**config.mk**
```make
export PLATFORM = sky130hd
export DESIGN_NAME = unr_reciprocal_divider
export DESIGN_NICKNAME = d
export VERILOG_FILES = /design/src/sv/unr_pkg.sv /design/src/sv/unr_norm.sv /design/src/sv/unr_recip.sv /design/src/sv/unr_mul.sv /design/src/sv/unr_reciprocal_divider.sv
export SDC_FILE = /design/constraint.sdc
export NUM_CORES = 2
export LEC_CHECK = 0
export BUFFER_PORTS_ARGS = -buffer_cell sky130_fd_sc_hd__buf_2
export CELL_PAD_IN_SITES_DETAIL_PLACEMENT = 1
export CELL_PAD_IN_SITES_GLOBAL_PLACEMENT = 2
export CORE_AREA = 2 2 276 333
export CTS_CLUSTER_DIAMETER = 200
export DETAILED_ROUTE_END_ITERATION = 12
export DIE_AREA = 0 0 278 335
export GPL_ROUTABILITY_DRIVEN = 0
export PLACE_DENSITY = 0.91
export REMOVE_ABC_BUFFERS = 1
export SYNTH_ARGS = -nofsm -noshare
export SYNTH_HDL_FRONTEND = slang
export SYNTH_SLANG_ARGS = --single-unit
```
**constraint.sdc**
```tcl
create_clock -name clk -period 10.7 [get_ports clk]
set_input_delay 0 -clock clk [delete_from_list [all_inputs] [get_ports clk]]
set_output_delay 0 -clock clk [all_outputs]
set_load 0.01 [all_outputs]
```
**src/sv/unr_pkg.sv**
```systemverilog
// Shared types, widths and constants of the reciprocal divider.
// Holds the reciprocal seed table and the leading-zero count function.
// Depends on nothing; every other file imports it.
package unr_pkg;

  localparam int NUM_W  = 16;
  localparam int Z_W    = 4;
  localparam int N_W    = 31;
  localparam int IDX_W  = 9;
  localparam int SEED_W = 8;
  localparam int U_W    = 10;
  localparam int DU_W   = 26;
  localparam int E_W    = 18;
  localparam int EU_W   = 28;
  localparam int RCP_W  = 20;
  localparam int PROD_W = 51;
  localparam int QUOT_W = 17;

  localparam logic [QUOT_W-1:0] QUOT_MAX   = 17'h1FFFF;
  localparam logic [NUM_W-1:0]  IDX_ROUND  = 16'h0040;
  localparam logic [U_W-1:0]    SEED_BIAS  = 10'h101;
  localparam logic [DU_W-1:0]   NR_TWO     = 26'h2000080;
  localparam logic [EU_W-1:0]   RCP_ROUND  = 28'h0000080;
  localparam logic [PROD_W-1:0] QUOT_ROUND = 51'h8000;

  typedef struct packed {
    logic vld;
    logic ok;
  } ctl_t;

  localparam logic [SEED_W-1:0] SEED_ROM [0:256] = '{
    8'hff, 8'hfd, 8'hfb, 8'hf9, 8'hf7, 8'hf5, 8'hf3, 8'hf1,
    8'hef, 8'hee, 8'hec, 8'hea, 8'he8, 8'he6, 8'he4, 8'he3,
    8'he1, 8'hdf, 8'hdd, 8'hdc, 8'hda, 8'hd8, 8'hd6, 8'hd5,
    8'hd3, 8'hd1, 8'hd0, 8'hce, 8'hcd, 8'hcb, 8'hc9, 8'hc8,
    8'hc6, 8'hc5, 8'hc3, 8'hc1, 8'hc0, 8'hbe, 8'hbd, 8'hbb,
    8'hba, 8'hb8, 8'hb7, 8'hb5, 8'hb4, 8'hb2, 8'hb1, 8'hb0,
    8'hae, 8'had, 8'hab, 8'haa, 8'ha9, 8'ha7, 8'ha6, 8'ha4,
    8'ha3, 8'ha2, 8'ha0, 8'h9f, 8'h9e, 8'h9c, 8'h9b, 8'h9a,
    8'h99, 8'h97, 8'h96, 8'h95, 8'h94, 8'h92, 8'h91, 8'h90,
    8'h8f, 8'h8d, 8'h8c, 8'h8b, 8'h8a, 8'h89, 8'h87, 8'h86,
    8'h85, 8'h84, 8'h83, 8'h82, 8'h81, 8'h7f, 8'h7e, 8'h7d,
    8'h7c, 8'h7b, 8'h7a, 8'h79, 8'h78, 8'h77, 8'h75, 8'h74,
    8'h73, 8'h72, 8'h71, 8'h70, 8'h6f, 8'h6e, 8'h6d, 8'h6c,
    8'h6b, 8'h6a, 8'h69, 8'h68, 8'h67, 8'h66, 8'h65, 8'h64,
    8'h63, 8'h62, 8'h61, 8'h60, 8'h5f, 8'h5e, 8'h5d, 8'h5d,
    8'h5c, 8'h5b, 8'h5a, 8'h59, 8'h58, 8'h57, 8'h56, 8'h55,
    8'h54, 8'h53, 8'h53, 8'h52, 8'h51, 8'h50, 8'h4f, 8'h4e,
    8'h4d, 8'h4d, 8'h4c, 8'h4b, 8'h4a, 8'h49, 8'h48, 8'h48,
    8'h47, 8'h46, 8'h45, 8'h44, 8'h43, 8'h43, 8'h42, 8'h41,
    8'h40, 8'h3f, 8'h3f, 8'h3e, 8'h3d, 8'h3c, 8'h3c, 8'h3b,
    8'h3a, 8'h39, 8'h39, 8'h38, 8'h37, 8'h36, 8'h36, 8'h35,
    8'h34, 8'h33, 8'h33, 8'h32, 8'h31, 8'h31, 8'h30, 8'h2f,
    8'h2e, 8'h2e, 8'h2d, 8'h2c, 8'h2c, 8'h2b, 8'h2a, 8'h2a,
    8'h29, 8'h28, 8'h28, 8'h27, 8'h26, 8'h26, 8'h25, 8'h24,
    8'h24, 8'h23, 8'h22, 8'h22, 8'h21, 8'h20, 8'h20, 8'h1f,
    8'h1e, 8'h1e, 8'h1d, 8'h1d, 8'h1c, 8'h1b, 8'h1b, 8'h1a,
    8'h19, 8'h19, 8'h18, 8'h18, 8'h17, 8'h16, 8'h16, 8'h15,
    8'h15, 8'h14, 8'h14, 8'h13, 8'h12, 8'h12, 8'h11, 8'h11,
    8'h10, 8'h0f, 8'h0f, 8'h0e, 8'h0e, 8'h0d, 8'h0d, 8'h0c,
    8'h0c, 8'h0b, 8'h0a, 8'h0a, 8'h09, 8'h09, 8'h08, 8'h08,
    8'h07, 8'h07, 8'h06, 8'h06, 8'h05, 8'h05, 8'h04, 8'h04,
    8'h03, 8'h03, 8'h02, 8'h02, 8'h01, 8'h01, 8'h00, 8'h00,
    8'h00
  };

  function automatic logic [Z_W-1:0] lzc16(input logic [NUM_W-1:0] v);
    logic [Z_W-1:0] z;
    z = '0;
    for (int i = 0; i < NUM_W; i++) begin
      if (v[i]) begin
        z = Z_W'(NUM_W - 1 - i);
      end
    end
    return z;
  endfunction

endpackage

```
**src/sv/unr_norm.sv**
```systemverilog
// Normalization front end: range check, leading-zero count, operand shift
// and reciprocal seed lookup, two register stages. Depends on unr_pkg.
module unr_norm (
  input  logic                      clk,
  input  logic                      rst_n,
  input  logic                      vld_i,
  input  logic [unr_pkg::NUM_W-1:0] num_i,
  input  logic [unr_pkg::NUM_W-1:0] den_i,
  output unr_pkg::ctl_t             ctl_o,
  output logic [unr_pkg::N_W-1:0]   n_o,
  output logic [unr_pkg::NUM_W-1:0] d_o,
  output logic [unr_pkg::U_W-1:0]   u_o
);
  import unr_pkg::*;

  ctl_t             ctl_a_r, ctl_a_nxt;
  logic [NUM_W-1:0] num_a_r;
  logic [NUM_W-1:0] den_a_r;
  logic [Z_W-1:0]   z_a_r, z_a_nxt;

  ctl_t             ctl_b_r;
  logic [N_W-1:0]   n_b_r, n_b_nxt;
  logic [NUM_W-1:0] d_b_r, d_b_nxt;
  logic [U_W-1:0]   u_b_r, u_b_nxt;
  logic [NUM_W-1:0] idx_sum;
  logic [IDX_W-1:0] idx;

  always_comb begin
    ctl_a_nxt.vld = vld_i;
    ctl_a_nxt.ok  = {den_i, 1'b0} > {1'b0, num_i};
    z_a_nxt       = lzc16(den_i);
  end

  always_comb begin
    n_b_nxt = N_W'(num_a_r) << z_a_r;
    d_b_nxt = den_a_r << z_a_r;
    idx_sum = {1'b0, d_b_nxt[NUM_W-2:0]} + IDX_ROUND;
    idx     = idx_sum[NUM_W-1:7];
    u_b_nxt = SEED_BIAS + U_W'(SEED_ROM[idx]);
  end

  always_ff @(posedge clk) begin
    if (!rst_n) begin
      ctl_a_r <= '0;
      ctl_b_r <= '0;
    end else begin
      ctl_a_r <= ctl_a_nxt;
      ctl_b_r <= ctl_a_r;
    end
  end

  always_ff @(posedge clk) begin
    num_a_r <= num_i;
    den_a_r <= den_i;
    z_a_r   <= z_a_nxt;
    n_b_r   <= n_b_nxt;
    d_b_r   <= d_b_nxt;
    u_b_r   <= u_b_nxt;
  end

  assign ctl_o = ctl_b_r;
  assign n_o   = n_b_r;
  assign d_o   = d_b_r;
  assign u_o   = u_b_r;

endmodule

```
**src/sv/unr_recip.sv**
```systemverilog
// Newton-Raphson reciprocal refinement of the normalized divisor,
// two register stages, one multiplier each. Depends on unr_pkg.
module unr_recip (
  input  logic                      clk,
  input  logic                      rst_n,
  input  unr_pkg::ctl_t             ctl_i,
  input  logic [unr_pkg::N_W-1:0]   n_i,
  input  logic [unr_pkg::NUM_W-1:0] d_i,
  input  logic [unr_pkg::U_W-1:0]   u_i,
  output unr_pkg::ctl_t             ctl_o,
  output logic [unr_pkg::N_W-1:0]   n_o,
  output logic [unr_pkg::RCP_W-1:0] rcp_o
);
  import unr_pkg::*;

  ctl_t             ctl_c_r;
  logic [N_W-1:0]   n_c_r;
  logic [U_W-1:0]   u_c_r;
  logic [E_W-1:0]   e_c_r, e_c_nxt;
  logic [DU_W-1:0]  du;
  logic [DU_W-1:0]  err;

  ctl_t             ctl_d_r;
  logic [N_W-1:0]   n_d_r;
  logic [RCP_W-1:0] rcp_d_r, rcp_d_nxt;
  logic [EU_W-1:0]  eu;

  always_comb begin
    du      = DU_W'(d_i) * DU_W'(u_i);
    err     = NR_TWO - du;
    e_c_nxt = err[DU_W-1:8];
  end

  always_comb begin
    eu        = EU_W'(e_c_r) * EU_W'(u_c_r) + RCP_ROUND;
    rcp_d_nxt = eu[EU_W-1:8];
  end

  always_ff @(posedge clk) begin
    if (!rst_n) begin
      ctl_c_r <= '0;
      ctl_d_r <= '0;
    end else begin
      ctl_c_r <= ctl_i;
      ctl_d_r <= ctl_c_r;
    end
  end

  always_ff @(posedge clk) begin
    n_c_r   <= n_i;
    u_c_r   <= u_i;
    e_c_r   <= e_c_nxt;
    n_d_r   <= n_c_r;
    rcp_d_r <= rcp_d_nxt;
  end

  assign ctl_o = ctl_d_r;
  assign n_o   = n_d_r;
  assign rcp_o = rcp_d_r;

endmodule

```
**src/sv/unr_mul.sv**
```systemverilog
// Quotient multiply, rounding and saturation, two register stages.
// Depends on unr_pkg.
module unr_mul (
  input  logic                       clk,
  input  logic                       rst_n,
  input  unr_pkg::ctl_t              ctl_i,
  input  logic [unr_pkg::N_W-1:0]    n_i,
  input  logic [unr_pkg::RCP_W-1:0]  rcp_i,
  output logic                       vld_o,
  output logic [unr_pkg::QUOT_W-1:0] quot_o,
  output logic                       ovf_o
);
  import unr_pkg::*;

  ctl_t              ctl_e_r;
  logic [PROD_W-1:0] prod_e_r, prod_e_nxt;

  logic              vld_f_r;
  logic [QUOT_W-1:0] quot_f_r, quot_f_nxt;
  logic              ovf_f_r, ovf_f_nxt;
  logic [PROD_W-1:0] rnd;
  logic              sat;

  assign prod_e_nxt = PROD_W'(n_i) * PROD_W'(rcp_i);

  always_comb begin
    rnd = prod_e_r + QUOT_ROUND;
    sat = |rnd[PROD_W-1:QUOT_W+16];
    if (ctl_e_r.ok && !sat) begin
      quot_f_nxt = rnd[QUOT_W+15:16];
      ovf_f_nxt  = 1'b0;
    end else begin
      quot_f_nxt = QUOT_MAX;
      ovf_f_nxt  = 1'b1;
    end
  end

  always_ff @(posedge clk) begin
    if (!rst_n) begin
      ctl_e_r <= '0;
      vld_f_r <= 1'b0;
    end else begin
      ctl_e_r <= ctl_i;
      vld_f_r <= ctl_e_r.vld;
    end
  end

  always_ff @(posedge clk) begin
    prod_e_r <= prod_e_nxt;
    quot_f_r <= quot_f_nxt;
    ovf_f_r  <= ovf_f_nxt;
  end

  assign vld_o  = vld_f_r;
  assign quot_o = quot_f_r;
  assign ovf_o  = ovf_f_r;

endmodule

```
**src/sv/unr_reciprocal_divider.sv**
```systemverilog
// Top level of the Newton-Raphson reciprocal divider.
// Depends on unr_pkg, unr_norm, unr_recip and unr_mul.
//
//   channel  ports                              handshake
//   input    in_dividend, in_divisor            start, busy
//   result   out_quotient, out_overflow         out_strobe
//
// One item per clock; busy is always low. Each taken item passes in order
// through two stages of normalization and seed lookup, two of reciprocal
// refinement, one for the quotient multiply and one for rounding and
// saturation. Synchronous reset clears all valid bits and drops items in
// flight. The receiver cannot stall, so nothing is held back.
module unr_reciprocal_divider (
  input  logic                       clk,
  input  logic                       rst_n,
  input  logic                       start,
  output logic                       busy,
  input  logic [unr_pkg::NUM_W-1:0]  in_dividend,
  input  logic [unr_pkg::NUM_W-1:0]  in_divisor,
  output logic                       out_strobe,
  output logic [unr_pkg::QUOT_W-1:0] out_quotient,
  output logic                       out_overflow
);
  import unr_pkg::*;

  ctl_t             ctl_norm;
  logic [N_W-1:0]   n_norm;
  logic [NUM_W-1:0] d_norm;
  logic [U_W-1:0]   u_norm;
  ctl_t             ctl_rcp;
  logic [N_W-1:0]   n_rcp;
  logic [RCP_W-1:0] rcp;
  logic             accept;

  assign busy   = 1'b0;
  assign accept = start && !busy;

  unr_norm u_norm_stage (
    .clk   (clk),
    .rst_n (rst_n),
    .vld_i (accept),
    .num_i (in_dividend),
    .den_i (in_divisor),
    .ctl_o (ctl_norm),
    .n_o   (n_norm),
    .d_o   (d_norm),
    .u_o   (u_norm)
  );

  unr_recip u_recip_stage (
    .clk   (clk),
    .rst_n (rst_n),
    .ctl_i (ctl_norm),
    .n_i   (n_norm),
    .d_i   (d_norm),
    .u_i   (u_norm),
    .ctl_o (ctl_rcp),
    .n_o   (n_rcp),
    .rcp_o (rcp)
  );

  unr_mul u_mul_stage (
    .clk    (clk),
    .rst_n  (rst_n),
    .ctl_i  (ctl_rcp),
    .n_i    (n_rcp),
    .rcp_i  (rcp),
    .vld_o  (out_strobe),
    .quot_o (out_quotient),
    .ovf_o  (out_overflow)
  );

  a_latency: assert property (@(posedge clk) disable iff (!rst_n)
    accept |-> ##6 out_strobe)
    else $error("accepted item did not produce a result after six cycles");

  a_no_spurious: assert property (@(posedge clk) disable iff (!rst_n)
    out_strobe |-> $past(accept, 6))
    else $error("result strobe without a matching accepted item");

  a_sat_value: assert property (@(posedge clk) disable iff (!rst_n)
    out_strobe && out_overflow |-> out_quotient == QUOT_MAX)
    else $error("overflow result not saturated");

  a_zero_div: assert property (@(posedge clk) disable iff (!rst_n)
    out_strobe && ($past(in_divisor, 6) == '0) |-> out_overflow)
    else $error("zero divisor did not flag overflow");

endmodule
```
-- Word-level counts from Yosys, hierarchy flattened
Memories as Yosys holds them, arrays and structs flattened.
Cells that the tools add are included.
- bits in registers: 283
- bits in read-only memories: 4096
- output and inout port bits: 20
- word-level logic and storage cells: 66
- memories kept: 1
- memories (memory ; words ; bits a word ; read ports ; clocked after memory_dff ; wr ports ; RTL line ; source):
    (name not given) ; 512 ; 8 ; 1 ; 0 ; 0 ; unr_norm.sv:39 ; u_b_nxt = SEED_BIAS + U_W'(SEED_ROM[idx]);
- add/sub/neg operators: 5
- multiply operators: 3
- magnitude comparators: 2
- shifts and indexed selects: 2
- muxes and demuxes: 18
- bitwise logic cells: 1
- reductions and logical operators: 6
- operators by type and width (cell ; number):
    $add A51 B16 Y51 const B ; 1
    $mul A31 B20 Y51 ; 1
    $mux W4 ; 8
    $shl A16 B4 Y31 ; 1
    $add A28 B8 Y28 const B ; 1
    $mul A18 B10 Y28 ; 1
    $mul A16 B10 Y26 ; 1
    $sub A26 B26 Y26 const A ; 1
    $reduce_or A18 Y1 ; 1
    $gt A17 B16 Y1 ; 1
    $add A15 B7 Y16 const B ; 1
    $mux W8 ; 2
    $shl A16 B4 Y16 ; 1
    $mux W3 ; 4
    $add A9 B8 Y10 const A ; 1
    $ge A10 B10 Y1 const B ; 1
    $not A9 Y10 ; 1
    $reduce_or A8 Y1 ; 1
    $mux W2 ; 2
    $reduce_or A4 Y1 ; 1
    $mux W1 ; 2
    $reduce_or A2 Y1 ; 1
    $logic_and A1 B1 Y1 ; 1
    $logic_not A1 Y1 ; 1

-- Depth between registers and ports, before layout
- depth in word-level cells: 15
- depth in mapped cells: 31

-- By module
From an unflattened synthesis, not the netlist that was laid out.
- cells, all modules: 4678
- area, all modules: 41965.2 um^2
- modules (own cells, without submodules) (module ; instances ; cells an instance ; area an instance (um^2) ; sequential area each (um^2)):
    unr_mul ; 1 ; 2366 ; 21259.1 ; 1141.1
    unr_recip ; 1 ; 1429 ; 13470.4 ; 2282.2
    unr_norm ; 1 ; 881 ; 7224.4 ; 1941.9
    unr_reciprocal_divider ; 1 ; 2 ; 11.3 ; 0.0

-- Worst setup path after synthesis
OpenSTA, ideal clock, no wires.
- path kind: register -> register
- from: register u_recip_stage.rcp_d_r[5], in the netlist u_recip_stage.rcp_o[5]
- to: register u_mul_stage.prod_e_r[45]
- arrival: 6.867 ns
- required time: 10.628 ns
- slack: 3.761 ns
- stages on the path, launching flop included: 27
- path buffers: 1
- clock period less this slack: 6.939 ns
- path through: dfxtp_1 > clkbuf_1 > nand2_1 > fa_1 > fa_1 > fa_1 > inv_1 > fa_1 > fa_1 > fa_1 > inv_1 > fa_1 > inv_1 > ha_1 > a21o_1 > a21o_1 > a21o_1 > a21oi_1 > o21ai_0 > or2_2 > o211ai_1 > a31oi_1 > o21ai_0 > nand2b_1 > a311o_1 > a21oi_1 > xnor2_1
- cells in the longest elaborated chain, start to end: 1
- ends and longest elaborated chain (item ; RTL line ; source):
    from (decl) ; unr_recip.sv:25 ; logic [RCP_W-1:0] rcp_d_r, rcp_d_nxt;
    from (signal assigned) ; unr_recip.sv:54 ; rcp_d_r <= rcp_d_nxt;
    $mul A31 B20 Y51 ; unr_mul.sv:24 ; assign prod_e_nxt = PROD_W'(n_i) * PROD_W'(rcp_i);
    named net u_mul_stage.prod_e_nxt[45] ; unr_mul.sv:16 ; logic [PROD_W-1:0] prod_e_r, prod_e_nxt;
    to (signal assigned) ; unr_mul.sv:49 ; prod_e_r <= prod_e_nxt;
    to (decl) ; unr_mul.sv:16 ;
The timed path passes the listed nets, and every way through them passes these cells.
A chain may end at the register's enable or synchronous reset.

-- Worst setup path in the final report
- from: register u_recip_stage.rcp_d_r[10], in the netlist u_recip_stage.rcp_o[10]
- to: register u_mul_stage.prod_e_r[45]
The elaborated chain is that of the path after synthesis.

==> metrics.md <==
| Metric | Value |
|---|---|
| Result of the run | finished, final reports clean |
| Maximum Capacitance Violations | 0 |
| Total Negative Setup Slacks | 0 ns |
| Routed wire per std cell | 20.26 µm |
| Detailed-routing iteration count for the pre-antenna-repair pass | 6 |
| Min-Delay Path Class | in2reg |
| Number of synthesized register bits | 268 |
| Chip Width | 278 µm |
| Post-placement cell count | 5584 |
| Number of nets in the finished design | 5607 |
| Endpoints failing setup | 0 |
| Slew Limit Headroom | 0.2780 |
| Synth Warn # | 0 |
| Clock net sink count | 268 |
| Synth Area per Inst | 8.993 µm² |
| Final cell count without fillers | 5681 |
| Setup slack, reg-to-reg | 2.72 ns |
| Total Die Area | 93130 µm² |
| Vias after detailed routing | 30.90k |
| Number of cells traversed by the worst hold path | 2 |
| Cell Area, Synth | 40990 µm² |
| Transition time at the pin with the least slew margin | 1.082 ns |
| WP data required | 11.16 ns |
| Number of filler cells placed in the layout | 10.42k |
| Capturing element type of the critical path | register |
| Number of antenna violations at the first check in global routing | 3 |
| Avg Vias per Cell | 5.440 |
| Drt total wl | 115.1 mm |
| IO Port Bufs | 53 |
| Pin count of the biggest net entering global routing | 57 |
| Worst reg-to-reg path cell count | 25 |
| Post-detailed-placement half-perimeter wirelength | 89.94 mm |
| Global-route wire length before repair | 188.9 mm |
| Achievable Freq | 125.3 MHz |
| Number of enable flip-flop cells after synthesis | 0 |
| Unique masters post-synth | 101 |
| WS Path Type | reg2reg |
| Worst flop-to-flop path startpoint | u_recip_stage.rcp_o[10] |
| CP Data Arrival Time | 8.44 ns |
| Core outline area | 90080 µm² |
| Root Driver | sky130_fd_sc_hd__clkbuf_16 |
| Ratio of cells with drive above 1 in the final layout | 0.05344 |
| Clock tree from TritonCTS | yes |
| Final period util | 0.7456 |
| Startpoint of the most critical hold path | in_dividend[4] |
| Destination of the worst hold path | u_norm_stage.num_a_r[4] |
| Async S/R FF share, synth | 0 |
| Final routed DRC violation total | 0 |
| Share of the yosys chip area belonging to registers | 0.1309 |
| Total track usage | 0.2547 |
| Layout area overhead | 6.352% |
| Most frequent cell on the critical path | sky130_fd_sc_hd__fa_1 |
| Dominant cell type by area after synthesis | sky130_fd_sc_hd__fa_1 |
| GRT Residual Overflow | 0 |
| Ys flop type | sky130_fd_sc_hd__dfxtp_1 |
| Crit-path max cell delay | 0.91 ns |
| Most numerous cell types in the synthesized netlist | 843 x sky130_fd_sc_hd__inv_1, 760 x sky130_fd_sc_hd__fa_1, 639 x sky130_fd_sc_hd__nand2_1, 476 x sky130_fd_sc_hd__and2_1, 325 x sky130_fd_sc_hd__ha_1 |
| Initial DRC count | 1502 |
| R2r endpoint | u_mul_stage.prod_e_r[45] |
| Htree depth | 2 |
| Unrepaired setup endpoints after global routing | no |
| Portion of synthesized cell area occupied by the leading cell type | 0.3712 |
| Worst skew pair latency | 0.57 ns |
| Initial core utilization | 0.4551 |
| Ports | 55 |
| Number of global-route vias before repair | 35.45k |
| Setup clock skew after layout | 0.05476 ns |
| Mapped Cells | 4558 |
| CTS resizes | 0 |
| Ranking of synthesized cells by area | sky130_fd_sc_hd__fa_1 37%, sky130_fd_sc_hd__dfxtp_1 13%, sky130_fd_sc_hd__ha_1 9.9% |
| Time the final worst path needs with I/O delays and setup | 7.978 ns |
| Library cell with the highest instance count after synthesis | sky130_fd_sc_hd__inv_1 |
| Clock transition at path regs | 0.06 ns |
| Slew Limit Fails | 0 |
| Number of nets with antenna violations after routing | 0 |
| Critical path startpoint category | register |
| TritonCTS Buffers | 34 |
| Slowest cell on crit path | sky130_fd_sc_hd__dfxtp_1 |
| Chip Height | 335 µm |
| Max Root-Sink Buffers | 3 |
| Site row count | 121 |
| Final Hold Fails | 0 |
| Critical path fanouts, max | 21 |
## metrics by stage
stage	hold WS, ns	instance area, µm²	util	setup slack [ns]
finish	0.07701	43600	0.4840	2.722
global route	0.06442	43600	0.4840	2.343
CTS	0.04742	43590	0.4839	2.718
detailed placement	0.1247	42130	0.4677	2.791
global placement	0.1185	42130	0.4677	2.906
floorplan	0.02772	39960	-	3.584
## final cells by class
class	count	area, µm²	area share
well taps	1168	1461	0.03352
inverters	848	3183	0.07301
clock inverters	15	190.2	0.004362
repair buffers	145	1044	0.02394
diodes	3	7.507	0.0001722
multi-input cells	3190	31420	0.7208
clock buffers	44	918.4	0.02107
flip-flops and latches	268	5368	0.1231
## worst max path at each step
| stage | from | end | slack, ns | cells past startpoint |
|---|---|---|---|---|
| floorplan | u_recip_stage.rcp_o[11] | u_mul_stage.prod_e_r[45] | 3.58 | 27 |
| global placement | u_recip_stage.n_o[14] | u_mul_stage.prod_e_r[45] | 2.91 | 25 |
| detailed placement | u_recip_stage.rcp_o[10] | u_mul_stage.prod_e_r[45] | 2.79 | 25 |
| CTS | u_recip_stage.rcp_o[10] | u_mul_stage.prod_e_r[45] | 2.72 | 25 |
| global route | u_recip_stage.n_o[15] | u_mul_stage.prod_e_r[48] | 2.34 | 25 |
| finish | u_recip_stage.rcp_o[10] | u_mul_stage.prod_e_r[45] | 2.72 | 25 |
## cell families after synthesis
logic type / count (synthesis) / share of synthesized area
other cells: 1 / 0.00009148
simple gates: 1496 / 0.1794
fa+ha+maj: 1085 / 0.4704
flops: 268 / 0.1309
compound gates: 453 / 0.07692
mux: 53 / 0.01728
buf+inv: 1100 / 0.1029
xor+xnor: 102 / 0.02216
## routing by layer
layer / part of all wire / up-vias / track usage
met1: 0.40 / 16045 / 0.3056
met5: 0 / - / 0
li1: - / 13883 / -
met3: 0.038 / 247 / 0.02376
met4: 0.033 / 0 / 0.08476
met2: 0.53 / 728 / 0.4759
## state kept, by name (all words and copies together), names as in the netlist, 4 cells and up
register / cells
u_norm_stage.d_o: 16
u_recip_stage.n_c_r: 31
u_norm_stage.n_o: 31
u_norm_stage.u_o: 10
u_recip_stage.rcp_o: 20
u_recip_stage.u_c_r: 10
u_mul_stage.prod_e_r: 36
u_recip_stage.n_o: 31
u_recip_stage.e_c_r: 18
u_norm_stage.den_a_r: 16
u_mul_stage.quot_o: 17
u_norm_stage.z_a_r: 4
u_norm_stage.num_a_r: 16
## layout by cell type (no fill, tap or decap), drive strengths merged, types with 35 or more instances in the layout
cell type / n
clkbuf: 44
inv: 851
dlygate4sd3: 35
nor2: 153
buf: 110
o21ai: 91
a21oi: 99
nand3: 47
nand2: 640
dfxtp: 268
xnor2: 69
and2: 476
ha: 325
nor3: 60
fa: 760
## critical path, delay by kind of cell (launching register included)
family / cells / cell delay (ns)
AO/OA/AOI/OAI: 7 / 1.69
XOR/XNOR: 1 / 0.13
flip-flops: 1 / 0.91
buffers and inverters: 5 / 0.56
adder cells (fa/ha/maj): 8 / 3.64
AND/OR/NAND/NOR: 4 / 0.89
## timing repair
item                                   in CTS  in global routing
endpoints found under the hold margin      47                  0
buffers inserted                            0                  0
hold buffers                               35                  0
Power is not shown: default switching activity piles up to over one toggle a cycle in this logic, so the estimate is an artifact.
